===== config.mk =====
export PLATFORM = sky130hd
export DESIGN_NAME = chord_recognizer_flat
export DESIGN_NICKNAME = d
export VERILOG_FILES = /design/src/rtl/crec_pkg.sv /design/src/rtl/crec_if.sv /design/src/rtl/crec_cell.sv /design/src/rtl/crec_out.sv /design/src/rtl/chord_recognizer.sv /design/src/flat_wrapper.sv
export SDC_FILE = /design/constraint.sdc
export NUM_CORES = 1
export LEC_CHECK = 0
export ABC_AREA = 1
export BUFFER_PORTS_ARGS = -buffer_cell sky130_fd_sc_hd__buf_2
export CAP_MARGIN = 20
export CORE_AREA = 3 3 167 169
export DETAILED_ROUTE_END_ITERATION = 10
export DIE_AREA = 0 0 170 172
export PLACE_DENSITY = 0.79
export REMOVE_ABC_BUFFERS = 1
export SYNTH_ARGS = -nofsm -noshare
export SYNTH_HDL_FRONTEND = slang
export SYNTH_SLANG_ARGS = --single-unit

===== constraint.sdc =====
create_clock -name clk -period 16.6 [get_ports clk]
set_input_delay 3.32 -clock clk [delete_from_list [all_inputs] [get_ports clk]]
set_output_delay 3.32 -clock clk [all_outputs]
set_load 0.02 [all_outputs]

===== src/rtl/crec_pkg.sv =====
// ============================================================================
// crec_pkg: chord recogniser shared types, tables and helpers
// Pitch-class constants, the chord pattern table and the records that travel
// between the cells and the output stage.
// ============================================================================
package crec_pkg;

    localparam int NUM_PITCHES  = 12;
    localparam int NUM_PATTERNS = 15;
    localparam int NOTE_W       = 4;
    localparam int TYPE_W       = 4;
    localparam int STATUS_W     = 2;
    localparam int FIRST_PLAIN  = 7;   // patterns from here on give no suggestions

    typedef logic [NUM_PITCHES-1:0] pmask_t;
    typedef logic [NOTE_W-1:0]      note_t;
    typedef logic [TYPE_W-1:0]      ctype_t;
    typedef logic [STATUS_W-1:0]    status_t;

    localparam status_t ST_NONE    = 2'd0;
    localparam status_t ST_SINGLE  = 2'd1;
    localparam status_t ST_CHORD   = 2'd2;
    localparam status_t ST_UNKNOWN = 2'd3;

    // Each pattern as the set of offsets above the root (running sum of gaps)
    localparam pmask_t PAT_MASK [NUM_PATTERNS] = '{
        12'h011,  // {4}
        12'h009,  // {3}
        12'h081,  // {7}
        12'h091,  // {4,3}
        12'h089,  // {3,4}
        12'h049,  // {3,3}
        12'h111,  // {4,4}
        12'h491,  // {4,3,3}
        12'h891,  // {4,3,4}
        12'h489,  // {3,4,3}
        12'h889,  // {3,4,4}
        12'h249,  // {3,3,3}
        12'h449,  // {3,3,4}
        12'h511,  // {4,4,2}
        12'h911   // {4,4,3}
    };

    localparam note_t SUG_FIRST [NUM_PATTERNS] = '{
        4'd7, 4'd7, 4'd4, 4'd10, 4'd10, 4'd9, 4'd10,
        4'd0, 4'd0, 4'd0, 4'd0, 4'd0, 4'd0, 4'd0, 4'd0
    };

    localparam note_t SUG_SECOND [NUM_PATTERNS] = '{
        4'd8, 4'd6, 4'd3, 4'd11, 4'd11, 4'd10, 4'd11,
        4'd0, 4'd0, 4'd0, 4'd0, 4'd0, 4'd0, 4'd0, 4'd0
    };

    localparam note_t SINGLE_FIRST  = 4'd4;
    localparam note_t SINGLE_SECOND = 4'd3;

    typedef struct packed {
        logic   hit;
        ctype_t idx;
    } pat_hit_t;

    // Record handed from cell to cell
    typedef struct packed {
        logic   valid;
        pmask_t rot;        // mask rotated so bit 0 is the candidate root
        note_t  cand;       // pitch class sitting at bit 0 of rot
        note_t  bass;
        logic   is_zero;
        logic   is_single;
        logic   found;
        note_t  root;
        ctype_t ctype;
    } cell_data_t;

    typedef struct packed {
        status_t status;
        note_t   root_note;
        note_t   bass_note;
        ctype_t  chord_type;
        logic    suggest_valid;
        note_t   suggest_first;
        note_t   suggest_second;
    } chord_res_t;

    function automatic pat_hit_t pat_lookup(input pmask_t m);
        pat_hit_t r;
        r.hit = 1'b0;
        r.idx = '0;
        for (int p = NUM_PATTERNS - 1; p >= 0; p--) begin
            if (m == PAT_MASK[p]) begin
                r.hit = 1'b1;
                r.idx = TYPE_W'(p);
            end
        end
        return r;
    endfunction

    function automatic note_t add_mod12(input note_t a, input note_t b);
        logic [NOTE_W:0] s;
        s = {1'b0, a} + {1'b0, b};
        if (s >= (NOTE_W+1)'(NUM_PITCHES))
            s = s - (NOTE_W+1)'(NUM_PITCHES);
        return s[NOTE_W-1:0];
    endfunction

endpackage


===== src/rtl/crec_if.sv =====
// ============================================================================
// crec_if: chord recogniser channel interfaces
// Valid/ready channels for the key mask input and the chord result output.
// ============================================================================
interface crec_key_if
    import crec_pkg::*;
();
    logic   valid;
    logic   ready;
    pmask_t key_mask;

    modport source (output valid, output key_mask, input ready);
    modport sink   (input valid, input key_mask, output ready);
endinterface

interface crec_chord_if
    import crec_pkg::*;
();
    logic    valid;
    logic    ready;
    status_t status;
    note_t   root_note;
    note_t   bass_note;
    ctype_t  chord_type;
    logic    suggest_valid;
    note_t   suggest_first;
    note_t   suggest_second;

    modport source (output valid, output status, output root_note, output bass_note,
                    output chord_type, output suggest_valid, output suggest_first,
                    output suggest_second, input ready);
    modport sink   (input valid, input status, input root_note, input bass_note,
                    input chord_type, input suggest_valid, input suggest_first,
                    input suggest_second, output ready);
endinterface


===== src/rtl/crec_cell.sv =====
// ============================================================================
// crec_cell: one root-candidate cell
// Try the pitch class at bit 0 as root, then rotate and hand on to the next.
// ============================================================================
module crec_cell
    import crec_pkg::*;
(
    input  logic       clk,
    input  logic       rst_n,
    input  logic       advance,
    input  cell_data_t cell_i,
    output cell_data_t cell_o
);

    cell_data_t cell_reg;
    cell_data_t cell_next;
    pat_hit_t   hit;

    always_comb
    begin
        hit       = pat_lookup(cell_i.rot);
        cell_next = cell_i;
        // first matching root wins: hold an earlier match
        if (!cell_i.found && cell_i.rot[0] && hit.hit)
        begin
            cell_next.found = 1'b1;
            cell_next.root  = cell_i.cand;
            cell_next.ctype = hit.idx;
        end
        cell_next.rot  = {cell_i.rot[0], cell_i.rot[NUM_PITCHES-1:1]};
        cell_next.cand = cell_i.cand + 1'b1;
    end

    always_ff @(posedge clk or negedge rst_n)
    begin
        if (!rst_n)
        begin
            cell_reg.valid <= 1'b0;
        end
        else if (advance)
        begin
            cell_reg <= cell_next;
        end
    end

    assign cell_o = cell_reg;

endmodule


===== src/rtl/crec_out.sv =====
// ============================================================================
// crec_out: result stage
// Form status, root and suggested keys from the last cell and hold the item.
// ============================================================================
module crec_out
    import crec_pkg::*;
(
    input  logic       clk,
    input  logic       rst_n,
    input  logic       advance,
    input  cell_data_t last_i,
    output logic       valid_o,
    output chord_res_t res_o
);

    logic       valid_reg;
    chord_res_t res_reg;
    chord_res_t res_next;

    always_comb
    begin
        res_next = '0;
        if (last_i.is_zero)
        begin
            res_next.status = ST_NONE;
        end
        else if (last_i.is_single)
        begin
            res_next.status         = ST_SINGLE;
            res_next.root_note      = last_i.bass;
            res_next.bass_note      = last_i.bass;
            res_next.suggest_valid  = 1'b1;
            res_next.suggest_first  = add_mod12(last_i.bass, SINGLE_FIRST);
            res_next.suggest_second = add_mod12(last_i.bass, SINGLE_SECOND);
        end
        else if (last_i.found)
        begin
            res_next.status     = ST_CHORD;
            res_next.root_note  = last_i.root;
            res_next.bass_note  = last_i.bass;
            res_next.chord_type = last_i.ctype;
            if (last_i.ctype < TYPE_W'(FIRST_PLAIN))
            begin
                res_next.suggest_valid  = 1'b1;
                res_next.suggest_first  = add_mod12(last_i.root, SUG_FIRST[last_i.ctype]);
                res_next.suggest_second = add_mod12(last_i.root, SUG_SECOND[last_i.ctype]);
            end
        end
        else
        begin
            res_next.status    = ST_UNKNOWN;
            res_next.bass_note = last_i.bass;
        end
    end

    always_ff @(posedge clk or negedge rst_n)
    begin
        if (!rst_n)
        begin
            valid_reg <= 1'b0;
        end
        else if (advance)
        begin
            valid_reg <= last_i.valid;
            res_reg   <= res_next;
        end
    end

    assign valid_o = valid_reg;
    assign res_o   = res_reg;

endmodule


===== src/rtl/chord_recognizer.sv =====
// ============================================================================
// chord_recognizer: pitch-class chord recogniser
// Classifies a 12-bit mask of pressed pitch classes as no key, single note,
// known chord or unknown, using a chain of twelve root-candidate cells.
// ============================================================================
//
//  channel    | dir | handshake    | payload
//  -----------+-----+--------------+------------------------------------------
//  key_in     | in  | valid/ready  | key_mask[11:0]
//  chord_out  | out | valid/ready  | status, root_note, bass_note, chord_type,
//             |     |              | suggest_valid, suggest_first, suggest_second
//
//  One item enters per cycle while the output is not stalled; each result
//  passes through the twelve cells of the chain and then the result register.
//  The whole chain moves together: it advances whenever the result register
//  is empty or being taken, so a stalled output holds every stage and drops
//  key_in.ready in the same cycle.
//  Reset clears the valid bit of every stage; payload is not reset.
//
module chord_recognizer
    import crec_pkg::*;
(
    input  logic          clk,
    input  logic          rst_n,
    crec_key_if.sink      key_in,
    crec_chord_if.source  chord_out
);

    // chain[k] feeds cell k; chain[NUM_PITCHES] feeds the result stage
    cell_data_t chain [NUM_PITCHES+1];
    cell_data_t front;
    chord_res_t res;
    logic       out_valid;
    logic       advance;
    pmask_t     mask;
    pmask_t     mask_low;

    // Advance the whole chain when the result register can take a new item
    assign advance      = !out_valid || chord_out.ready;
    assign key_in.ready = advance;

    assign mask     = key_in.key_mask;
    // mask with its lowest set bit cleared: zero means at most one note
    assign mask_low = mask & (mask - 1'b1);

    // Front end: bass note and the no-key / single-note flags
    always_comb
    begin
        front           = '0;
        front.valid     = key_in.valid;
        front.rot       = mask;
        front.cand      = '0;
        front.is_zero   = (mask == '0);
        front.is_single = (mask != '0) && (mask_low == '0);
        for (int k = NUM_PITCHES - 1; k >= 0; k--)
        begin
            if (mask[k])
                front.bass = NOTE_W'(k);
        end
    end

    assign chain[0] = front;

    // One cell for each candidate root, in ascending pitch order
    for (genvar g = 0; g < NUM_PITCHES; g++)
    begin : g_cell
        crec_cell u_cell (
            .clk     (clk),
            .rst_n   (rst_n),
            .advance (advance),
            .cell_i  (chain[g]),
            .cell_o  (chain[g+1])
        );
    end

    crec_out u_out (
        .clk     (clk),
        .rst_n   (rst_n),
        .advance (advance),
        .last_i  (chain[NUM_PITCHES]),
        .valid_o (out_valid),
        .res_o   (res)
    );

    assign chord_out.valid          = out_valid;
    assign chord_out.status         = res.status;
    assign chord_out.root_note      = res.root_note;
    assign chord_out.bass_note      = res.bass_note;
    assign chord_out.chord_type     = res.chord_type;
    assign chord_out.suggest_valid  = res.suggest_valid;
    assign chord_out.suggest_first  = res.suggest_first;
    assign chord_out.suggest_second = res.suggest_second;

`ifndef NO_ASSERTIONS
    // A held result must stall the input side
    a_stall_blocks_input: assert property (@(posedge clk) disable iff (!rst_n)
        chord_out.valid && !chord_out.ready |-> !key_in.ready)
        else $error("input accepted while result stalled");

    // No key gives an all-zero result
    a_none_zero: assert property (@(posedge clk) disable iff (!rst_n)
        chord_out.valid && chord_out.status == ST_NONE |->
            chord_out.root_note == '0 && chord_out.bass_note == '0 &&
            !chord_out.suggest_valid && chord_out.chord_type == '0)
        else $error("no-key result carries data");

    // A single note is its own root and bass
    a_single_root: assert property (@(posedge clk) disable iff (!rst_n)
        chord_out.valid && chord_out.status == ST_SINGLE |->
            chord_out.root_note == chord_out.bass_note && chord_out.suggest_valid)
        else $error("single note result inconsistent");

    // Matched chords use a table entry; suggestions only for the short patterns
    a_chord_type: assert property (@(posedge clk) disable iff (!rst_n)
        chord_out.valid && chord_out.status == ST_CHORD |->
            chord_out.chord_type < TYPE_W'(NUM_PATTERNS) &&
            chord_out.suggest_valid == (chord_out.chord_type < TYPE_W'(FIRST_PLAIN)))
        else $error("chord type or suggestion flag out of place");

    // Unknown keeps only the bass note
    a_unknown: assert property (@(posedge clk) disable iff (!rst_n)
        chord_out.valid && chord_out.status == ST_UNKNOWN |->
            chord_out.root_note == '0 && !chord_out.suggest_valid &&
            chord_out.chord_type == '0)
        else $error("unknown result carries chord data");
`endif

endmodule

===== src/flat_wrapper.sv =====
// flat-port wrapper written by rule: the top's interface ports become plain ports
module chord_recognizer_flat import crec_pkg::*;
  (clk, rst_n, key_in_valid, key_in_key_mask, key_in_ready, chord_out_valid, chord_out_status, chord_out_root_note, chord_out_bass_note, chord_out_chord_type, chord_out_suggest_valid, chord_out_suggest_first, chord_out_suggest_second, chord_out_ready);
  crec_key_if key_in_i ();
  crec_chord_if chord_out_i ();
  input  logic clk;
  input  logic rst_n;
  input wire logic [$bits(key_in_i.valid)-1:0] key_in_valid;
  input wire logic [$bits(key_in_i.key_mask)-1:0] key_in_key_mask;
  output wire logic [$bits(key_in_i.ready)-1:0] key_in_ready;
  output wire logic [$bits(chord_out_i.valid)-1:0] chord_out_valid;
  output wire logic [$bits(chord_out_i.status)-1:0] chord_out_status;
  output wire logic [$bits(chord_out_i.root_note)-1:0] chord_out_root_note;
  output wire logic [$bits(chord_out_i.bass_note)-1:0] chord_out_bass_note;
  output wire logic [$bits(chord_out_i.chord_type)-1:0] chord_out_chord_type;
  output wire logic [$bits(chord_out_i.suggest_valid)-1:0] chord_out_suggest_valid;
  output wire logic [$bits(chord_out_i.suggest_first)-1:0] chord_out_suggest_first;
  output wire logic [$bits(chord_out_i.suggest_second)-1:0] chord_out_suggest_second;
  input wire logic [$bits(chord_out_i.ready)-1:0] chord_out_ready;
  assign key_in_i.valid = key_in_valid;
  assign key_in_i.key_mask = key_in_key_mask;
  assign key_in_ready = key_in_i.ready;
  assign chord_out_valid = chord_out_i.valid;
  assign chord_out_status = chord_out_i.status;
  assign chord_out_root_note = chord_out_i.root_note;
  assign chord_out_bass_note = chord_out_i.bass_note;
  assign chord_out_chord_type = chord_out_i.chord_type;
  assign chord_out_suggest_valid = chord_out_i.suggest_valid;
  assign chord_out_suggest_first = chord_out_i.suggest_first;
  assign chord_out_suggest_second = chord_out_i.suggest_second;
  assign chord_out_i.ready = chord_out_ready;
  chord_recognizer u_core (.clk(clk), .rst_n(rst_n), .key_in(key_in_i), .chord_out(chord_out_i));
endmodule

==> summary.txt, run 1 <==
Power and ir drop
  – Peak VDD IR: 99.1 µV
  – Clock group share of total power: 32.7%
  – Total power: 2.27 mW
  – Sw Share: between 20% and 30%
  – P per Cell Area: 124 nW/µm²
  – Sw power: roughly 630 µW
  – Comb pwr share: approximately 14%
  – Internal Power: about 1.6 mW
  – Reg power frac: between 50 and 60%
  – P_leak: 8.33 nW

Final layout
  – Final Instance Area: 18300 µm²
  – Fin cells: 2205
  – Antenna cells: 0
  – Commonest non-fill, non-tap cell in the layout: nand2_1
  – Most frequent cells in the layout: 477 x nand2_1, 320 x edfxtp_1, 240 x inv_1
  – Final net count: between 1500 and 2000
  – P&R area growth vs syn: 10.6%
  – Share of cells above drive strength 1: around 12%

Setup path
  – Slowest stage delay, CP: 750 ps
  – Worst Setup End Kind: primary output
  – Critical path buffers and inverters: 3
  – Crit path DAT: 4870 ps
  – CP cell instances: buf_2 -> nor2_1 -> inv_1 -> buf_2
  – CP most frequent cell: buf_2
  – Critical Path RT: 13280 ps
  – Worst Setup Start Kind: input port
  – Crit path max fanout: 15
  – CP max stage cell: nor2_1
  – WS Path Type: input port to primary output
  – Crit path max-delay family: buffers and inverters

Clock tree
  – Clock Path Buffers: 3
  – CTS buffer count: 35
  – Clock sink count: 333
  – # Post-CTS Setup Buffers: 0
  – H-tree depth: 2
  – Clock transition at the registers of the reported paths: 60 ps
  – Post-cts resize count: 0
  – CTS tree: done
  – Skew-Pair Late Insertion Delay: 520 ps
  – Cts hold-fix bufs: 0
  – Clock root cell: clkbuf_16

Flow run
  – Max Cap Viol: 0

Die
  – FP Rows: 60
  – Std-Cell Core Area: 26700 µm²
  – Initial Util: 62.1%
  – Die area: slightly below 30000 µm²
  – Chip width: ~170 µm
  – Io pins: 41
  – Die Span Y: 172 µm

Placed design
  – # port buffers: 40
  – Placed instance area: 17200 µm²
  – Placed cell count: 2141
  – Detailed Place HPWL: 22700 µm
  – GPL Wtd Cong: 0.883

STA
  – Slew margin rel.: 25.9%
  – Fin crit share: 49.4%
  – RSZ-0062 raised after global routing: no
  – Clk_skew: 14.5 ps
  – Least-Margin Pin Slew: roughly 1100 ps
  – Final hold slack: about 420 ps
  – Final setup fails: 0
  – Max frequency: 122 MHz
  – Fin. max-slew vios: 0
  – Setup TNS: 0 ps
  – Final hold violation count: 0
  – Tmin final: 8190 ps

GRT
  – Initial antenna violation count: 0
  – Vias in the first global route: 11200
  – Gr usage total: 21.5%
  – Largest net degree at the start of global routing: 213
  – First-pass GRT wire length: 51400 µm
  – Grt ovf: 0

Yosys
  – Ys Warns: 0
  – Yosys cell types: 44
  – Syn Inst Count: ~1800
  – Synthesized flop and latch total: 333
  – Register area share after synthesis: 59.9%
  – Syn Area/Cell: 9.42 µm²
  – Synthesized cell area: 16600 µm²

Run status
  – Outcome: finished clean

Drt
  – Initial DRC Count: 993
  – First-pass DRT Iterations: 5
  – Post-route ant nets: 0
  – Routed len/inst: 14.1 µm
  – Drt via density: 5.38
  – Vias after detailed routing: between 10000 and 15000
  – Routed Wire Length: 31200 µm
  – DR DRC count: 0

Worst hold path
  – Hold Crit Class: register to register
-- sequential cells by signal, summed over array words and instances (netlist names) --
register / cells
u_core.g_cell.u_cell.cell_o: 309
u_core.u_out.res_o: 23
u_core.u_out.valid_o: 1
-- metal layers --
layer  GRT usage, %  up-vias  part of all wire (%)  wire length (µm)
met4           7.05        0                   2.7               828
met5              0        -                     0                 0
met2           37.8      357                    50             15500
li1               -     5981                     -                 -
met1           27.9     5436                    43             13300
met3           3.06       80                   5.1              1600
-- synth_stat cells (all sizes together) --
master	number	area share (%)
nand2	499	12
edfxtp	320	58
nor2	300	8.4
inv	260	5.9
nand3	155	4.8
nand4	52	2.2
nor3	40	1.7
o21ai	30	1.1
ha	20	1.5
a21oi	18	0.54
or2	14	0.53
dfrtp	13	2.0
xor2	5	0.26
a211oi	4	0.18
clkbuf	4	0.090
a31oi	3	0.11
and2	3	0.13
nand3b	3	0.14
o31ai	3	0.14
a22oi	2	0.090
a32o	2	0.12
and3	2	0.075
fa	2	0.24
o2111ai	2	0.11
o211ai	2	0.090
a21boi	1	0.045
nor4	1	0.038
o21a	1	0.045
or3	1	0.038
-- layout make-up --
class                      count  area, µm²
clock buffer                  42        923
clock inverter                22        183
fill                        1974       8380
inverter                     260        976
multi-input combinational   1165       5680
sequential                   333       9930
tap                          341        427
timing repair buffer          42        228
-- cell families (layout without fill, tap and decap cells) --
kind of cell    Yosys count  after routing  share of synthesized area, %
flops                   333            333                          59.9
xor+xnor                  5              5                         0.264
compound gates           68             68                          2.60
buf+inv                 264            366                          5.97
fa+ha+maj                22             22                          1.75
simple gates           1070           1070                          29.6
-- metrics by stage --
step	worst slack [ps]	utilization [%]
floorplan	-1160	-
global placement	8520	64.5
detailed placement	8470	64.5
CTS	8410	68.7
global route	8240	68.7
finish	8410	68.7
-- worst paths after layout --
path	from	slack (ps)	to	cells after the start
max in group asynchronous	rst_n	13690	u_core.g_cell[5].u_cell.cell_o[31]	1
setup reg to reg	u_core.u_out.valid_o	13030	u_core.g_cell[2].u_cell.cell_o[9]	5
setup / recovery	chord_out_ready	8410	key_in_ready	4
hold reg to reg	u_core.g_cell[10].u_cell.cell_o[12]	420	u_core.g_cell[11].u_cell.cell_o[12]	0
min in group asynchronous	rst_n	2680	u_core.u_out.valid_o	1
hold / removal	u_core.g_cell[10].u_cell.cell_o[12]	420	u_core.g_cell[11].u_cell.cell_o[12]	0
-- worst reg2reg max path: cells and delay by family, from the launching register on --
| kind | cells | cell delay, ps |
|---|---|---|
| buf+inv | 3 | 1950 |
| flops | 1 | 380 |
| simple gates | 2 | 820 |
-- power groups by stage --
stage          logic (mW)  clock network [mW]  registers (mW)
2_1_floorplan       0.231                   0            1.26
3_3_place_gp        0.307                   0            1.21
3_5_place_dp        0.322                   0            1.22
4_1_cts             0.325               0.758            1.20
5_1_grt             0.372               0.791            1.22
6_report            0.324               0.742            1.20
Power figures use the tool's default switching activity.
==> run 2: changes to the inputs <==
CORE_AREA = 3 3 175 177   (was 3 3 167 169)
DIE_AREA = 0 0 178 180   (was 0 0 170 172)
PLACE_DENSITY = 0.76   (was 0.79)
clock period = 7.53 ns   (was 16.6 ns; I/O delays follow)
==> summary.txt, run 2 (synthesis gave the netlist of run 1 again) <==
Setup path
  – Worst Setup End Kind: primary output
  – Crit path max-delay family: buffers and inverters
  – Crit path DAT: 2970 ps
  – CP cell instances: buf_2 -> nor2_1 -> inv_1 -> buf_2
  – CP max stage cell: nor2_1
  – CP most frequent cell: buf_2
  – Critical Path RT: 6020 ps
  – WS Path Type: input port to primary output
  – Critical path buffers and inverters: 3
  – Slowest stage delay, CP: around 700 ps
  – Crit path max fanout: 15
  – Worst Setup Start Kind: input port

Clock tree
  – Skew-Pair Late Insertion Delay: 520 ps
  – # Post-CTS Setup Buffers: 0
  – Post-cts resize count: 0
  – CTS buffer count: 36
  – Clock transition at the registers of the reported paths: 60 ps
  – Cts hold-fix bufs: 0
  – CTS tree: done
  – Clock sink count: 333
  – Clock Path Buffers: 3
  – H-tree depth: 2
  – Clock root cell: clkbuf_16

Placed design
  – # port buffers: 40
  – Placed instance area: 17300 µm²
  – Detailed Place HPWL: 22000 µm
  – GPL Wtd Cong: roughly 0.87

Die
  – Chip width: 178 µm
  – Std-Cell Core Area: 29400 µm²
  – Initial Util: 56.4%
  – Die area: 32000 µm²
  – Die Span Y: roughly 180 µm
  – FP Rows: 63
  – Io pins: 41

STA
  – Least-Margin Pin Slew: 1020 ps
  – Max frequency: between 200 and 250 MHz
  – Tmin final: 4480 ps
  – Slew margin rel.: 32.2%
  – Setup TNS: 0 ps
  – Clk_skew: about 16 ps
  – RSZ-0062 raised after global routing: no
  – Fin crit share: roughly three fifths
  – Final hold violation count: 0
  – Fin. max-slew vios: 0
  – Final setup fails: 0

Drt
  – Routed len/inst: 13.5 µm
  – Post-route ant nets: 0
  – Wire length on met2: 15400 µm
  – Drt via density: slightly above 5
  – DR DRC count: 0
  – Routed metal-1 wirelength: 13100 µm
  – Routed Wire Length: 30500 µm
  – First-pass DRT Iterations: 5
  – Vias after detailed routing: 11700
  – Wire length on met3: between 1000 and 1500 µm
  – Initial DRC Count: 782
  – DR top layer: met4

Final layout
  – Register area: 9930 µm²
  – FILL cells: about 2400
  – Final Instance Area: 18500 µm²
  – Multi-input gate area: roughly 5700 µm²
  – P&R area growth vs syn: 11.2%
  – Final net count: 1876
  – Most frequent cells in the layout: 477 x nand2_1, 320 x edfxtp_1, 240 x inv_1
  – Max FFs per register: slightly above 300
  – Commonest non-fill, non-tap cell in the layout: nand2_1
  – Antenna cells: 0
  – Share of cells above drive strength 1: 12.2%

GRT
  – Initial antenna violation count: 0
  – First-pass GRT wire length: just over 50000 µm
  – Largest net degree at the start of global routing: 193
  – Grt ovf: 0
  – Vias in the first global route: 11400
  – Gr usage total: 19.4%

Power and ir drop
  – P per Cell Area: ~270 nW/µm²
  – Total power: slightly above 5 mW
  – P_leak: 8.36 nW
  – Peak VDD IR: roughly 180 µV

Flow run
  – Max Cap Viol: 0

Run status
  – Outcome: finished clean

Worst hold path
  – Hold Crit Class: register to register
-- run 2: per-stage QoR --
step / utilization (%) / worst slack (ps) / hold slack [ps] / instances
floorplan: - / -8410 / 400 / 1758
global placement: 58.9 / 3110 / 401 / 2190
detailed placement: 58.9 / 3080 / 405 / 2190
CTS: 62.8 / 3070 / 405 / 2255
global route: 62.8 / 2870 / 411 / 2255
finish: 62.8 / 3050 / 408 / 2255
-- run 2: metal layers --
metal / vias up / GRT usage, %
li1: 5991 / -
met1: 5372 / 24.9
met2: 245 / 33.7
met3: 63 / 3.42
met4: 0 / 5.84
met5: - / 0
-- run 2: area by class of cell --
type	count	share of cell area, %
inverter	260	5.29
timing repair buffer	42	1.30
sequential	333	53.8
clock buffer	40	4.96
multi-input combinational	1165	30.8
clock inverter	25	1.19
tap	390	2.64
-- run 2: where the power goes --
| part | switching, mW | leakage (nW) | internal [mW] |
|---|---|---|---|
| registers | 0.182 | 3.27 | 2.46 |
| clock network | 0.689 | 0.565 | 0.986 |
| logic | 0.508 | 4.53 | 0.202 |
-- run 2: path summary, 6_finish.rpt --
| kind | start | to | slack (ps) | depth (start not counted) |
|---|---|---|---|---|
| hold reg to reg | u_core.g_cell[2].u_cell.cell_o[9] | u_core.g_cell[3].u_cell.cell_o[9] | 410 | 0 |
| max in group asynchronous | rst_n | u_core.g_cell[1].u_cell.cell_o[31] | 6440 | 1 |
| hold / removal | u_core.g_cell[2].u_cell.cell_o[9] | u_core.g_cell[3].u_cell.cell_o[9] | 410 | 0 |
| min in group asynchronous | rst_n | u_core.g_cell[0].u_cell.cell_o[31] | 860 | 1 |
| setup reg to reg | u_core.g_cell[11].u_cell.cell_o[1] | u_core.u_out.res_o[6] | 4520 | 14 |
| setup / recovery | chord_out_ready | key_in_ready | 3050 | 4 |
